### src/rtl/pxfc_pkg.sv
// Shared types and constants for the predictive XOR float compressor.
package pxfc_pkg;

    // Configuration register port
    localparam int CFG_W     = 11;
    localparam int REG_IDX_W = 1;
    localparam logic [REG_IDX_W-1:0] REG_FRAME_LENGTH = 1'b0;
    localparam logic [REG_IDX_W-1:0] REG_BLOCK_LENGTH = 1'b1;
    localparam logic [CFG_W-1:0]     CFG_LEN_RESET    = 11'd1024;

    // Block length limits and position counter width
    localparam int BLOCK_MAX = 1024;
    localparam int BPOS_W    = 10;

    // Item commands
    localparam logic CMD_LOAD     = 1'b0;
    localparam logic CMD_COMPRESS = 1'b1;

    // Output stream codes
    localparam logic SEL_PREFIX   = 1'b0;
    localparam logic SEL_RESIDUAL = 1'b1;

    // Residual magnitude mask and zero-byte count cap
    localparam logic [31:0] MAG_MASK = 32'h7FFF_FFFF;
    localparam logic [1:0]  ZB_CAP   = 2'd3;

    // Job queue depth
    localparam int QDEPTH = 4;
    localparam int QAW    = 2;

    // One classified compress item, handed from front to back
    typedef struct packed {
        logic [2:0]  prefix;
        logic [1:0]  zb;
        logic [31:0] rbits;
        logic        block_end;
    } t_job;

    // One output beat
    typedef struct packed {
        logic        sel;
        logic [31:0] data;
        logic        last;
    } t_word;

    // Result of appending bits to a packer
    typedef struct packed {
        logic        full;
        logic [31:0] word;
        logic [31:0] acc;
        logic [4:0]  fill;
    } t_pack;

    // Both history words of one frame position
    typedef struct packed {
        logic [31:0] older;
        logic [31:0] newer;
    } t_hist;

endpackage

### src/rtl/pxfc_queue.sv
// Short job queue between the front end and the packer.
module pxfc_queue import pxfc_pkg::*; (
    input  logic i_clk,
    input  logic i_rst_n,
    input  logic i_push,
    input  t_job i_job,
    output logic o_full,
    input  logic i_pop,
    output logic o_empty,
    output t_job o_head
);

    t_job             r_slot [QDEPTH];
    logic [QAW-1:0]   r_wp, n_wp;
    logic [QAW-1:0]   r_rp, n_rp;
    logic [QAW:0]     r_cnt, n_cnt;

    assign o_full  = (r_cnt == (QAW+1)'(QDEPTH));
    assign o_empty = (r_cnt == '0);
    assign o_head  = r_slot[r_rp];

    // Pointer and count update.
    always_comb begin
        n_wp  = i_push ? r_wp + QAW'(1) : r_wp;
        n_rp  = i_pop  ? r_rp + QAW'(1) : r_rp;
        n_cnt = r_cnt + (QAW+1)'(i_push) - (QAW+1)'(i_pop);
    end

    always_ff @(posedge i_clk) begin
        if (!i_rst_n) begin
            r_wp  <= '0;
            r_rp  <= '0;
            r_cnt <= '0;
        end else begin
            r_wp  <= n_wp;
            r_rp  <= n_rp;
            r_cnt <= n_cnt;
        end
    end

    always_ff @(posedge i_clk) begin
        if (i_push) begin
            r_slot[r_wp] <= i_job;
        end
    end

    // The count never passes the depth.
    a_cnt_bound: assert property (@(posedge i_clk) disable iff (!i_rst_n)
        r_cnt <= (QAW+1)'(QDEPTH))
        else $error("job queue count beyond depth");

    // The front never writes a full queue.
    a_no_overflow: assert property (@(posedge i_clk) disable iff (!i_rst_n)
        i_push |-> !o_full)
        else $error("job queue overflow");

endmodule

### config.mk
export PLATFORM = sky130hd
export DESIGN_NAME = pxfc_queue
export DESIGN_NICKNAME = d
export VERILOG_FILES = /design/src/rtl/pxfc_pkg.sv /design/src/rtl/pxfc_queue.sv
export SDC_FILE = /design/constraint.sdc
export NUM_CORES = 1
export LEC_CHECK = 0
export BUFFER_PORTS_ARGS = -buffer_cell sky130_fd_sc_hd__buf_2
export CAP_MARGIN = 20
export CORE_ASPECT_RATIO = 1.2
export CORE_MARGIN = 1.5
export CORE_UTILIZATION = 39
export CTS_CLUSTER_DIAMETER = 80
export DETAILED_ROUTE_END_ITERATION = 6
export PLACE_DENSITY = 0.63
export SYNTH_ARGS = -nofsm -noshare
export SYNTH_HDL_FRONTEND = slang
export SYNTH_SLANG_ARGS = --single-unit
### constraint.sdc
create_clock -name i_clk -period 2.2 [get_ports i_clk]
set_input_delay 0.22 -clock i_clk [delete_from_list [all_inputs] [get_ports i_clk]]
set_output_delay 0.22 -clock i_clk [all_outputs]
set_load 0.005 [all_outputs]
### Word-level counts from Yosys, hierarchy flattened

Memories as Yosys holds them, arrays and structs flattened. A register that Yosys moved wholly into a read port is not among the register bits.
Cells that the tools add are included.

* register bits: 7
* memory bits (writable): 152
* output and inout port bits: 40
* logic and storage cells: 14
* memories kept: 1

* add/subtract/negate cells: 4
* eq/ne operators: 1
* multiplexer cells: 4
* reduce and logical (&&, ||, !) cells: 1

Memory list
* r_slot: depth 4, width 38, read ports 1, clocked after Yosys merged registers in 1, wr ports 1, line pxfc_queue.sv:13 `t_job r_slot [QDEPTH];`

Operators by type and width (count)
* $add A2 B1 Y2 const B: 2
* $mux W2: 2
* $add A3 B1 Y3: 1
* $eq A3 B3 Y1 const B: 1
* $logic_not A3 Y1: 1
* $sub A3 B1 Y3: 1
* $mux W1: 2

### Depth between registers and ports, before layout

* word-level depth: 3
* gate-level depth with buffers: 7

### Least setup slack after synthesis

OpenSTA, ideal clock, no wires.

* kind: flip-flop to flip-flop
* start point: register r_wp[0]
* end point: memory r_slot[2][0] (netlist name) (enable)
* library setup time: 399 ps
* data arrival time: 1466 ps
* required time: 1801 ps
* path slack: 335 ps
* stages on the path, launching flop included: 4
* clock period less this slack: 1865 ps
* cells stage by stage: dfxtp_1 > inv_1 > ha_1 > and2_1

RTL lines
* from (decl): line pxfc_queue.sv:14 `logic [QAW-1:0] r_wp, n_wp;`
* from (signal assigned): line pxfc_queue.sv:35 `r_wp <= n_wp;`
* to (decl): line pxfc_queue.sv:13

No word-level cell before the write port.

==> impl_metrics.toml <==
[power]
p_sw_share_pct = 20.54
irDropWorstVdd_uv = 541.7
p_per_area_nw_per_um2 = 953.2
p_int_mw = 5.524
p_switching_mw = 1.428
leakage_nw = 2.511
seqPwrFrac_pct = 51.5
power_frac_clock_pct = 39.2
p_comb_share_pct = 9.3

[job]
cap_violations = 0

[global_route]
grt_usage_pct = 13.83
top_usage_layer = "met2"
first_global_vias = 3001
met1_usage_pct = 15.64
grt_max_degree = 39
grt_use_met3_pct = 5.480
grt_pass1_wl_mm = 15.81
grt_util_met2_pct = 23.26
antenna_found_initial = 2
gr-total-overflow = 0

[clocking]
clk_latency_ps = 410
clockBufferDepth = 2
cts_tree = "done"
ctsResizeCount = 0
cts_root_buf = "clkbuf_16"
htree_levels = 4
cts.sinks = 161
clkTransAtPathRegs_ps = 60
numCtsBuffers = 17

[sta]
final.setup.tns_ps = 0
hold_viol_final = 0
setup_viol = 0
fin_crit_sh_pct = 93.46
max_slew_margin_pct = 73.30
tightest_slew_ps = 400.5
max_clock_freq_mhz = 486.4
clock_skew_ps = 5.854
slew_violations = 0
rsz0062_at_grt = "no"
layout_min_cycle_time_ps = 2056
whs_ps = 20.90

[synth]
synthArstFlopShare_pct = 0
synth_edf_count = 152
yosysSeqAreaShare_pct = 79.87
ys_seq_elements = 161
post_synth_inst_count = 241
synth_top_area_cell = "edfxtp_1"
syn_area_sq_um = 5941
synth_top_cell_area_share_pct = 76.83
synth_top_flop_cell = "edfxtp_1"
synth.distinct_cells = 21
synth_area_leaders = "edfxtp_1 77%, mux4_2 14%, dfxtp_1 3.0%"
ys_warn_count = 0
yosysMostFrequentCell = "edfxtp_1"
synthTopCellsByCount = "152 x edfxtp_1, 38 x mux4_2, 9 x dfxtp_1, 7 x inv_1"
syn_nets = 290
avgSynthCellArea_sq_um = 24.65

[worst_setup_path]
start_kind = "flip-flop"
cp.arrival_ps = 1840
crit_type = "flip-flop to output pin"
ff2ff_setup_slack_ps = 420
r2r_start = "r_cnt[0]"
worstSetupEndpointType = "output pin"
crit_required_ps = 1980
crit_fanout = 14

[hold_path]
min_from = "i_job[9]"
hold_path.class = "input pin to flip-flop"

[place]
placed_cells = 529
dp_hpwl_mm = 6.167
gp_congestion = 0.6407
portBuffers = 81
dpl_cell_area_sq_um = 6654

[route]
via_per_inst = 4.790
final_antenna_net_count = 0
drc = 0
vias = 2735
dr.pass1.iters = 4
wl_mm = 9.963
drt_iter0_markers = 191
avgRoutedWirePerCell_um = 17.45

[floorplanning]
initial_core_util_pct = 39.71
die_area_sq_um = 15980
rows = 49
ios = 82
placeableCoreArea_sq_um = 14960
die_w_um = 115.7
die_y_um = 138.2

[layout]
layoutNonFillerInstCount = 571
drive_above_1_share_pct = 45.48
n_fill_cell = 1278
nets = 401
postLayoutCellArea_sq_um = 7293
syn2layout_area_growth_pct = 22.77

[status]
status = "finished clean"
[state kept, by name, summed over array words and instances, names as in the netlist, named ones only]
| register | cells |
|---|---|
| r_cnt | 3 |
| r_rp | 2 |
| r_slot | 152 |
| r_wp | 2 |
[cells by family after synthesis]
logic type / after synthesis / share of synthesized area, %
DFF: 161 / 79.87
buffers and inverters: 15 / 1.748
adders and majority gates: 7 / 1.601
and+or+nand+nor: 14 / 1.264
AOI/OAI and AO/OA: 2 / 0.2527
muxes: 39 / 14.57
xor gates and xnor gates: 3 / 0.6950
[routing by layer]
layer	part of all wire, %	up-vias
met2	53	76
met4	1.6	0
met3	6.4	14
met1	39	1416
li1	-	1229
met5	0	-
[path summary, 6_finish.rpt]
check,end,cells after the start
setup / recovery,o_head[10],3
setup reg to reg,r_cnt[2],7
hold / removal,r_slot[2][9],1
hold reg to reg,flip-flop,2
[through the flow]
step | setup slack [ps] | util (%) | total power, mW
3_3_place_gp | 486.6 | 44.48 | 4.276
4_1_cts | 79.60 | 48.59 | 7.045
6_report | 143.9 | 48.75 | 6.952
2_1_floorplan | 335.2 | - | 4.012
5_1_grt | 28.11 | 48.72 | 7.241
3_5_place_dp | 428.6 | 44.48 | 4.300
[power by group through the flow]
stage	registers [mW]	clock network, mW	logic (mW)
3_5_place_dp	3.65	0	0.654
4_1_cts	3.58	2.80	0.666
3_3_place_gp	3.64	0	0.641
2_1_floorplan	3.62	0	0.392
6_report	3.58	2.72	0.649
5_1_grt	3.59	2.93	0.719
[worst max-delay path, stage by stage (launching register included)]
cell and delay, ps:
dfxtp_4 520, buf_12 210, mux4_2 530, buf_2 140
[layout by cell type (no fill, tap or decap), types with 2 or more instances in the layout]
cell / n
ha_1: 6
diode_2: 2
dfxtp_1: 7
buf_2: 81
clkbuf_16: 17
nor2_1: 5
buf_4: 8
buf_12: 3
inv_1: 7
clkinv_2: 7
and2_2: 4
and2_1: 2
bufinv_16: 2
xnor2_1: 2
mux4_2: 38
clkbuf_1: 3
dlygate4sd3_1: 8
clkinvlp_4: 3
edfxtp_1: 152
[area by class of cell]
cell class,instances,area [sq um],area share (%)
timing repair buffer,100,605.6,8.303
sequential,161,4750,65.12
multi-input combinational,65,1097,15.05
antenna,2,5.005,0.06862
clock buffer,20,436.7,5.987
tap,204,255.2,3.500
inverter,7,26.28,0.3603
clock inverter,12,117.6,1.613
[timing repair]
| item | CTS | global route |
|---|---|---|
| hold endpoints to repair | 19 | 7 |
| endpoints found under the setup margin | 0 | 0 |
| buffers inserted | 0 | 0 |
| hold buffers | 6 | 2 |
No activity file was read; power rests on OpenSTA's default activity.
