<file path="src/rtl/pxfc_pkg.sv">
// Shared types and constants for the predictive XOR float compressor.
package pxfc_pkg;

    // Configuration register port
    localparam int CFG_W     = 11;
    localparam int REG_IDX_W = 1;
    localparam logic [REG_IDX_W-1:0] REG_FRAME_LENGTH = 1'b0;
    localparam logic [REG_IDX_W-1:0] REG_BLOCK_LENGTH = 1'b1;
    localparam logic [CFG_W-1:0]     CFG_LEN_RESET    = 11'd1024;

    // Block length limits and position counter width
    localparam int BLOCK_MAX = 1024;
    localparam int BPOS_W    = 10;

    // Item commands
    localparam logic CMD_LOAD     = 1'b0;
    localparam logic CMD_COMPRESS = 1'b1;

    // Output stream codes
    localparam logic SEL_PREFIX   = 1'b0;
    localparam logic SEL_RESIDUAL = 1'b1;

    // Residual magnitude mask and zero-byte count cap
    localparam logic [31:0] MAG_MASK = 32'h7FFF_FFFF;
    localparam logic [1:0]  ZB_CAP   = 2'd3;

    // Job queue depth
    localparam int QDEPTH = 4;
    localparam int QAW    = 2;

    // One classified compress item, handed from front to back
    typedef struct packed {
        logic [2:0]  prefix;
        logic [1:0]  zb;
        logic [31:0] rbits;
        logic        block_end;
    } t_job;

    // One output beat
    typedef struct packed {
        logic        sel;
        logic [31:0] data;
        logic        last;
    } t_word;

    // Result of appending bits to a packer
    typedef struct packed {
        logic        full;
        logic [31:0] word;
        logic [31:0] acc;
        logic [4:0]  fill;
    } t_pack;

    // Both history words of one frame position
    typedef struct packed {
        logic [31:0] older;
        logic [31:0] newer;
    } t_hist;

endpackage

</file>
<file path="src/rtl/pxfc_back.sv">
// Back end: packs prefixes and residuals into two word streams and drives the output beats.
module pxfc_back import pxfc_pkg::*; (
    input  logic        i_clk,
    input  logic        i_rst_n,
    input  logic        i_empty,
    input  t_job        i_head,
    output logic        o_pop,
    output logic        o_valid,
    input  logic        i_stall,
    output logic        o_stream_sel,
    output logic [31:0] o_packed_word,
    output logic        o_block_last
);

    logic [31:0] r_pacc, n_pacc;
    logic [4:0]  r_pfill, n_pfill;
    logic [31:0] r_racc, n_racc;
    logic [4:0]  r_rfill, n_rfill;
    logic [3:0]  r_pv, n_pv;
    t_word       r_pw [4];
    logic        r_out_valid, n_out_valid;
    t_word       r_out;

    t_pack       pp;
    t_pack       rp;
    logic [5:0]  nbits;
    logic [3:0]  new_v;
    t_word       new_w [4];
    logic        out_free;
    logic        move;
    logic [1:0]  idx;
    logic [3:0]  rem;
    logic [3:0]  pend_last;

    // Append n bits MSB first to a 32-bit accumulator.
    function automatic t_pack pack_bits(input logic [31:0] acc, input logic [4:0] fill,
                                        input logic [31:0] bits, input logic [5:0] n);
        logic [5:0]  total;
        logic [6:0]  sh;
        logic [63:0] win;
        t_pack       r;
        total = {1'b0, fill} + n;
        sh    = 7'd64 - {1'b0, total};
        win   = {acc, 32'h0} | ({32'h0, bits} << sh);
        if (total >= 6'd32) begin
            r.full = 1'b1;
            r.word = win[63:32];
            r.acc  = win[31:0];
            r.fill = 5'(total - 6'd32);
        end else begin
            r.full = 1'b0;
            r.word = win[63:32];
            r.acc  = win[63:32];
            r.fill = total[4:0];
        end
        return r;
    endfunction

    // Both packers work on the job at the queue head.
    assign nbits = {3'(3'd4 - {1'b0, i_head.zb}), 3'b000};
    assign pp    = pack_bits(r_pacc, r_pfill, {29'h0, i_head.prefix}, 6'd3);
    assign rp    = pack_bits(r_racc, r_rfill, i_head.rbits, nbits);

    // Words of one job in stream order: prefix full, prefix flush, residual full, flush.
    always_comb begin
        new_v[0]      = pp.full;
        new_w[0].sel  = SEL_PREFIX;
        new_w[0].data = pp.word;
        new_w[0].last = i_head.block_end && (pp.fill == '0);
        new_v[1]      = i_head.block_end && (pp.fill != '0);
        new_w[1].sel  = SEL_PREFIX;
        new_w[1].data = pp.acc;
        new_w[1].last = 1'b1;
        new_v[2]      = rp.full;
        new_w[2].sel  = SEL_RESIDUAL;
        new_w[2].data = rp.word;
        new_w[2].last = i_head.block_end && (rp.fill == '0);
        new_v[3]      = i_head.block_end && (rp.fill != '0);
        new_w[3].sel  = SEL_RESIDUAL;
        new_w[3].data = rp.acc;
        new_w[3].last = 1'b1;
    end

    // Pick the first pending word for the output register.
    always_comb begin
        if (r_pv[0]) begin
            idx = 2'd0;
        end else if (r_pv[1]) begin
            idx = 2'd1;
        end else if (r_pv[2]) begin
            idx = 2'd2;
        end else begin
            idx = 2'd3;
        end
    end

    assign out_free = !r_out_valid || !i_stall;
    assign move     = out_free && (r_pv != '0);
    assign rem      = move ? (r_pv & ~(4'b0001 << idx)) : r_pv;
    assign o_pop    = !i_empty && (rem == '0);

    always_comb begin
        n_pv        = o_pop ? new_v : rem;
        n_out_valid = r_out_valid;
        if (move) begin
            n_out_valid = 1'b1;
        end else if (out_free) begin
            n_out_valid = 1'b0;
        end
        n_pacc  = r_pacc;
        n_pfill = r_pfill;
        n_racc  = r_racc;
        n_rfill = r_rfill;
        if (o_pop) begin
            n_pacc  = i_head.block_end ? '0 : pp.acc;
            n_pfill = i_head.block_end ? '0 : pp.fill;
            n_racc  = i_head.block_end ? '0 : rp.acc;
            n_rfill = i_head.block_end ? '0 : rp.fill;
        end
    end

    always_ff @(posedge i_clk) begin
        if (!i_rst_n) begin
            r_pacc      <= '0;
            r_pfill     <= '0;
            r_racc      <= '0;
            r_rfill     <= '0;
            r_pv        <= '0;
            r_out_valid <= 1'b0;
        end else begin
            r_pacc      <= n_pacc;
            r_pfill     <= n_pfill;
            r_racc      <= n_racc;
            r_rfill     <= n_rfill;
            r_pv        <= n_pv;
            r_out_valid <= n_out_valid;
        end
    end

    // Pending words and output register payload.
    always_ff @(posedge i_clk) begin
        if (o_pop) begin
            r_pw[0] <= new_w[0];
            r_pw[1] <= new_w[1];
            r_pw[2] <= new_w[2];
            r_pw[3] <= new_w[3];
        end
        if (move) begin
            r_out <= r_pw[idx];
        end
    end

    assign o_valid       = r_out_valid;
    assign o_stream_sel  = r_out.sel;
    assign o_packed_word = r_out.data;
    assign o_block_last  = r_out.last;

    always_comb begin
        pend_last[0] = r_pv[0] && r_pw[0].last;
        pend_last[1] = r_pv[1] && r_pw[1].last;
        pend_last[2] = r_pv[2] && r_pw[2].last;
        pend_last[3] = r_pv[3] && r_pw[3].last;
    end

    // A block end leaves both packers empty.
    a_flush_empty: assert property (@(posedge i_clk) disable iff (!i_rst_n)
        o_pop && i_head.block_end |=> (r_pfill == '0) && (r_rfill == '0))
        else $error("packer not empty after block end");

    // A block end marks exactly one word in each stream as last.
    a_two_lasts: assert property (@(posedge i_clk) disable iff (!i_rst_n)
        o_pop && i_head.block_end |=> $countones(pend_last) == 2)
        else $error("block end did not mark one last word per stream");

endmodule

</file>
<file path="config.mk">
export PLATFORM = sky130hd
export DESIGN_NAME = pxfc_back
export DESIGN_NICKNAME = d
export VERILOG_FILES = /design/src/rtl/pxfc_pkg.sv /design/src/rtl/pxfc_back.sv
export SDC_FILE = /design/constraint.sdc
export NUM_CORES = 1
export LEC_CHECK = 0
export CORE_UTILIZATION = 30
export DETAILED_ROUTE_END_ITERATION = 16
export DONT_BUFFER_PORTS = 1
export HOLD_SLACK_MARGIN = 0.1
export PLACE_DENSITY = 0.51
export SLEW_MARGIN = 5
export SYNTH_ARGS = -nofsm -noshare
export SYNTH_HDL_FRONTEND = slang
export SYNTH_SLANG_ARGS = --single-unit
</file>
<file path="constraint.sdc">
create_clock -name i_clk -period 3.8 [get_ports i_clk]
set_input_delay 0.76 -clock i_clk [delete_from_list [all_inputs] [get_ports i_clk]]
set_output_delay 0.76 -clock i_clk [all_outputs]
set_load 0.02 [all_outputs]
</file>
== Word level (Yosys, flattened, before mapping) ==
Memory sizes are Yosys's and may differ from the RTL's. A register that Yosys moved wholly into a read port is not among the register bits.
Cells that the tools add are included.

* Multiplexer cells: 15
* Shift-type cells: 3
* Reductions and logical operators: 17
* $add $sub $neg: 7
* $lt $le $gt $ge: 2
* Bitwise operators: 4

{| class="wikitable"
|+ Operators by type and width
! cell !! number
|-
| $mux 70 || 2
|-
| $or 64x64->64 || 2
|-
| $mux 32 || 2
|-
| $shl 3x7->64 || 1
|-
| $shl 32x7->64 || 1
|-
| $sub 7x6->7 const A || 2
|-
| $ge 6x6->1 const B || 2
|-
| $logic_not 5->1 || 2
|-
| $mux 5 || 2
|-
| $reduce_bool 5->1 || 2
|-
| $sub 5x1->5 const B || 2
|-
| $mux 4 || 2
|-
| $add 5x2->6 const B || 1
|-
| $add 5x6->6 || 1
|-
| $logic_and 1x1->1 || 6
|-
| $mux 1 || 5
|-
| $and 4x4->4 || 1
|-
| $logic_not 4->1 || 1
|-
| $mux 2 || 2
|-
| $not 4->4 || 1
|-
| $reduce_bool 4->1 || 1
|-
| $shl 1x2->4 const A || 1
|-
| $logic_not 1->1 || 3
|-
| $sub 3x2->3 const A || 1
|-
| 2 further kinds || 2
|}

* Input port bits: 42
* Memories kept: 1
* Flip-flop bits (word level): 79
* Bits in writable memories: 136
* Output and inout port bits: 36
* Logic and storage cells: 55

{| class="wikitable"
|+ Memory list
! memory !! words !! width !! read ports !! clocked after memory_dff !! wr ports !! line !! text
|-
| r_pw || 4 || 34 || 1 || 1 || 4 || pxfc_back.sv:20 || <nowiki>t_word r_pw [4];</nowiki>
|}

== Depth between registers and ports, before layout ==
* Depth after elaboration: 11
* Gate-level depth with buffers: 13

== Worst setup path after synthesis ==
OpenSTA, ideal clock, no wires.

* Kind: input to register
* From: input port i_stall
* To: register r_racc[20]
* Stages: 8
* Arrival time: 3.894 ns
* Library setup time: 0.133 ns
* Path slack: -0.227 ns
* Cells stage by stage: a2111oi_2 o221ai_2 inv_1 buf_2 nor2_1 buf_2 a32oi_1 o21ai_0

* Longest elaborated chain between the ends: 6

{| class="wikitable"
|+ RTL lines
! element !! line !! text
|-
| from (decl) || pxfc_back.sv:9 || <nowiki>input logic i_stall,</nowiki>
|-
| $logic_not 1->1 || pxfc_back.sv:97 || <nowiki>assign out_free = !r_out_valid || !i_stall;</nowiki>
|-
| $logic_or 1x1->1 || pxfc_back.sv:97 ||
|-
| $logic_and 1x1->1 || pxfc_back.sv:98 || <nowiki>assign move = out_free && (r_pv != '0);</nowiki>
|-
| $mux 4 || pxfc_back.sv:99 || <nowiki>assign rem = move ? (r_pv & ~(4'b0001 << idx)) : r_pv;</nowiki>
|-
| $logic_not 4->1 || pxfc_back.sv:100 || <nowiki>assign o_pop = !i_empty && (rem == '0);</nowiki>
|-
| $logic_and 1x1->1 || pxfc_back.sv:100 ||
|-
| named net o_pop || pxfc_back.sv:7 || <nowiki>output logic o_pop,</nowiki>
|-
| to (signal assigned) || pxfc_back.sv:133 || <nowiki>r_racc <= n_racc;</nowiki>
|-
| to (decl) || pxfc_back.sv:17 || <nowiki>logic [31:0] r_racc, n_racc;</nowiki>
|}

The timed path passes the listed nets, and every way through them passes these cells.
A chain may end at the register's enable or synchronous reset.

==> results.sh <==
export IMPL_status="complete, no violations"
export IMPL_final_hold_violation_count=0
export IMPL_antenna_cells=0
export IMPL_clock_sinks=240
export IMPL_setup_worst_path_class="register to register"
export IMPL_effective_utilization_at_floorplan=0.306
export IMPL_worst_pin_slew_ns=0.970
export IMPL_die_area_mm2=0.0393
export IMPL_syn_cell_area_mm2=0.0115
export IMPL_crit_chain="inv_1 > ha_1 > nand2_1 > nor3_1 > buf_4 > or2_2 > ha_1 > clkinv_1 > and3_1 > a22o_1"
export IMPL_clock_fmax_mhz=283
export IMPL_finClkSkew_ns=0.0213
export IMPL_cts_tree="built"
export IMPL_path_clk_slew_ns=0.06
export IMPL_grt_overflow_total=0
export IMPL_antenna_violating_nets_remaining=0
export IMPL_power_share_combinational=0.180
export IMPL_cell_internal_pwr_mw=5.28
export IMPL_vias=8798
export IMPL_detailedRoute_firstIterationViolations=843
export IMPL_cp_start_kind="register"
export IMPL_dr_pass1_iters=5
export IMPL_dieHeight_um=198
export IMPL_detail_route_drc_violations=0
export IMPL_areaGrowthSynthToFinish_pct=14.2
export IMPL_path_common_cell="sky130_fd_sc_hd__ha_1"
export IMPL_post_dp_cell_area_mm2=0.0123
export IMPL_detail_route_vias_per_cell=5.43
export IMPL_slew_headroom=0.354
export IMPL_cp_data_arrival_time_ns=3.81
export IMPL_postSynthNetCount=1140
export IMPL_worstHoldStart="i_head[4]"
export IMPL_i_o_pin_total=78
export IMPL_post_synth_top_flop="sky130_fd_sc_hd__edfxtp_1"
export IMPL_die_x_um=198
export IMPL_ys_warn_count=0
export IMPL_crit_fanout=13
export IMPL_final_cell_area_mm2=0.0132
export IMPL_post_synth_num_cell_types=77
export IMPL_max_buffers_root_to_sink=3
export IMPL_core_area_mm2=0.0378
export IMPL_slowest_cell_on_the_critical_path="sky130_fd_sc_hd__ha_1"
export IMPL_hold_class="input pin to register"
export IMPL_wl_per_cell_um=22.5
export IMPL_critical_path_n_buffers_inverters=3
export IMPL_max_cap_violations=0
export IMPL_cts_htree_levels=1
export IMPL_clock_power_share=0.369
export IMPL_total_switching_power_mw=2.14
export IMPL_share_seq_of_total_power=0.451
export IMPL_antenna_violations_before_repair=0
export IMPL_synth_async_sr_flop_share=0
export IMPL_tns_ns=0
export IMPL_clk_insertion_delay_late_ns=0.54
export IMPL_ctsRootBufferMaster="sky130_fd_sc_hd__clkbuf_16"
export IMPL_min_period_ns=3.53
export IMPL_largest_net_degree_at_the_start_of_global_routing=88
export IMPL_synth_sequential_area_ratio=0.558
export IMPL_placementRows=71
export IMPL_num_fill_cells=3787
export IMPL_synth_avg_cell_area_um2=10.6
export IMPL_synth_ff_latch_count=240
export IMPL_cts_inserted_buffers=27
export IMPL_power_per_cell_area_mw_per_mm2=563
export IMPL_synth_enable_flop_cells=164
export IMPL_critPathMaxStageDelay_ns=0.58
export IMPL_synth_cells=1090
export IMPL_worstPathRequired_ns=4.08
export IMPL_report_final_slew_viol_count=0
export IMPL_drt_wl_total_um=36400
export IMPL_sw_frac_of_total=0.288
export IMPL_post_dp_hpwl_um=25700
export IMPL_finalSetupViolations=0
export IMPL_port_buffer_cells=0
export IMPL_finish_net_count=1138
export IMPL_worstReg2RegStart="r_pfill[0]"
export IMPL_cpLargestDelayFamily="adder cells"
export IMPL_crit_path_end_kind="register"
export IMPL_drive_gt1_frac=0.123
export IMPL_grtUsageTotal=0.186
export IMPL_cell_leakage_power_nw=4.86
export IMPL_grt_pass1_wl_um=54400
export IMPL_grt_pass1_vias=8496
export IMPL_max_vdd_ir_drop_mv=0.283
export IMPL_period_share=0.929
export IMPL_power_mw=7.42
export IMPL_worst_setup_path_startpoint="r_pfill[0]"
export IMPL_grt_setup_unrepaired="no"
export IMPL_finalWeightedCongestion=0.897
export IMPL_finalCoreUtilization=0.349
==> metal layers <==
metal / up-vias / GRT usage / share of wire
li1: 4104 / - / -
met1: 4355 / 0.265 / 0.46
met2: 289 / 0.296 / 0.46
met3: 50 / 0.0259 / 0.057
met4: 0 / 0.0459 / 0.021
met5: - / 0 / 0
==> metrics by stage <==
stage	hold WS (ns)	worst slack (ns)	instances
final	0.374	0.269	1619
after global routing	0.399	0.0409	1619
after CTS	0.362	0.285	1619
after detailed placement	0.455	0.0861	1570
after global placement	0.446	0.183	1570
after floorplan	0.433	0.0584	1090
==> cells in the mapped netlist (all sizes together), types with 11 or more instances <==
master / n / share of area
dfxtp: 76 / 0.13
and2: 11 / 0.0060
edfxtp: 164 / 0.43
nor3: 12 / 0.0052
nand2: 101 / 0.033
a21oi: 126 / 0.055
a32oi: 12 / 0.0091
mux2: 18 / 0.018
o31ai: 19 / 0.012
clkbuf: 48 / 0.016
inv: 73 / 0.024
nor2: 49 / 0.016
o21ai: 63 / 0.028
o21bai: 26 / 0.017
mux2i: 29 / 0.025
a22o: 18 / 0.014
o22ai: 43 / 0.023
a221oi: 12 / 0.0096
buf: 33 / 0.014
==> cell families (layout without fill, tap and decap cells) <==
family | Yosys count | after routing | share of synthesized area
AO/OA/AOI/OAI | 407 | 407 | 0.233
XOR/XNOR | 6 | 6 | 0.00856
adder cells (fa/ha/maj) | 8 | 8 | 0.00932
buffers and inverters | 156 | 174 | 0.0544
flip-flops | 240 | 240 | 0.558
multiplexers | 47 | 47 | 0.0433
AND/OR/NAND/NOR | 226 | 226 | 0.0936
==> power by group through the flow <==
stage	logic (mW)	clock network, mW	registers, mW
after global placement	1.31	0	3.40
after CTS	1.33	2.80	3.35
after global routing	1.47	2.89	3.37
after detailed placement	1.32	0	3.40
final	1.34	2.74	3.35
after floorplan	0.861	0	3.32
==> path summary, 6_finish.rpt <==
path	end	depth (start not counted)	slack, ns
worst max-delay path	r_pw[1][12]	10	0.27
worst max register to register	r_pw[1][12]	10	0.27
worst min register to register	r_racc[26]	2	0.47
worst min-delay path	r_racc[3]	2	0.37
==> cells in the final DEF (no fill, tap or decap), types with 5 or more instances in the layout <==
master | netlist | routed
sky130_fd_sc_hd__o21bai_1 | 26 | 26
sky130_fd_sc_hd__o211ai_1 | 9 | 9
sky130_fd_sc_hd__a21o_1 | 10 | 10
sky130_fd_sc_hd__clkbuf_16 | 0 | 27
sky130_fd_sc_hd__nand3b_1 | 6 | 6
sky130_fd_sc_hd__nand2b_1 | 5 | 5
sky130_fd_sc_hd__ha_1 | 7 | 7
sky130_fd_sc_hd__a22o_1 | 18 | 18
sky130_fd_sc_hd__buf_4 | 0 | 48
sky130_fd_sc_hd__or3_1 | 6 | 6
sky130_fd_sc_hd__nand2_1 | 101 | 101
sky130_fd_sc_hd__o2bb2ai_1 | 6 | 6
sky130_fd_sc_hd__o221ai_1 | 9 | 9
sky130_fd_sc_hd__clkinv_1 | 2 | 8
sky130_fd_sc_hd__nor3_1 | 12 | 12
sky130_fd_sc_hd__and4_1 | 5 | 5
sky130_fd_sc_hd__clkinv_2 | 0 | 7
sky130_fd_sc_hd__o32ai_1 | 7 | 7
sky130_fd_sc_hd__a32o_1 | 7 | 7
sky130_fd_sc_hd__o22ai_1 | 43 | 43
sky130_fd_sc_hd__dfxtp_1 | 76 | 75
sky130_fd_sc_hd__o21ai_0 | 60 | 60
sky130_fd_sc_hd__nor2_1 | 47 | 46
sky130_fd_sc_hd__bufinv_16 | 0 | 5
sky130_fd_sc_hd__a221oi_1 | 11 | 11
sky130_fd_sc_hd__mux2_2 | 16 | 16
sky130_fd_sc_hd__a21oi_1 | 125 | 125
sky130_fd_sc_hd__and2_1 | 10 | 10
sky130_fd_sc_hd__a22oi_1 | 10 | 10
sky130_fd_sc_hd__a32oi_1 | 12 | 12
sky130_fd_sc_hd__mux2i_1 | 29 | 29
sky130_fd_sc_hd__inv_1 | 72 | 71
sky130_fd_sc_hd__nand3_1 | 8 | 8
sky130_fd_sc_hd__edfxtp_1 | 164 | 164
sky130_fd_sc_hd__o41ai_1 | 5 | 5
sky130_fd_sc_hd__o31ai_1 | 19 | 18
sky130_fd_sc_hd__a31oi_1 | 5 | 5
==> worst reg2reg max path, stage by stage, from the launching register on <==
cell and delay (ns):
sky130_fd_sc_hd__dfxtp_1 0.48, sky130_fd_sc_hd__inv_1 0.16, sky130_fd_sc_hd__ha_1 0.36, sky130_fd_sc_hd__nand2_1 0.12
sky130_fd_sc_hd__nor3_1 0.05, sky130_fd_sc_hd__buf_4 0.17, sky130_fd_sc_hd__or2_2 0.30, sky130_fd_sc_hd__ha_1 0.58
sky130_fd_sc_hd__clkinv_1 0.39, sky130_fd_sc_hd__and3_1 0.38, sky130_fd_sc_hd__a22o_1 0.27
==> sequential cells by signal, indices dropped and copies added (netlist names) <==
name,flops
r_racc,32
o_packed_word,32
o_stream_sel,1
r_pv,4
o_block_last,1
r_pacc,32
r_pfill,5
r_rfill,2
r_pw,130
o_valid,1
==> cell type report <==
class                           instances  area [um2]  share of cell area
Sequential cell                       240        6450               0.489
Multi-Input combinational cell        694        4490               0.340
Clock buffer                           29         703              0.0533
Tap cell                              511         639              0.0485
Timing Repair Buffer                   50         400              0.0304
Inverter                               75         287              0.0217
Clock inverter                         20         228              0.0173
==> timing repair <==
item | in CTS | in global routing
resized for setup | 0 | 1
endpoints found under the setup margin | 0 | 2
hold buffers | 0 | 0
buffers inserted | 0 | 0
Note: power is estimated with default switching activity, not from simulation.
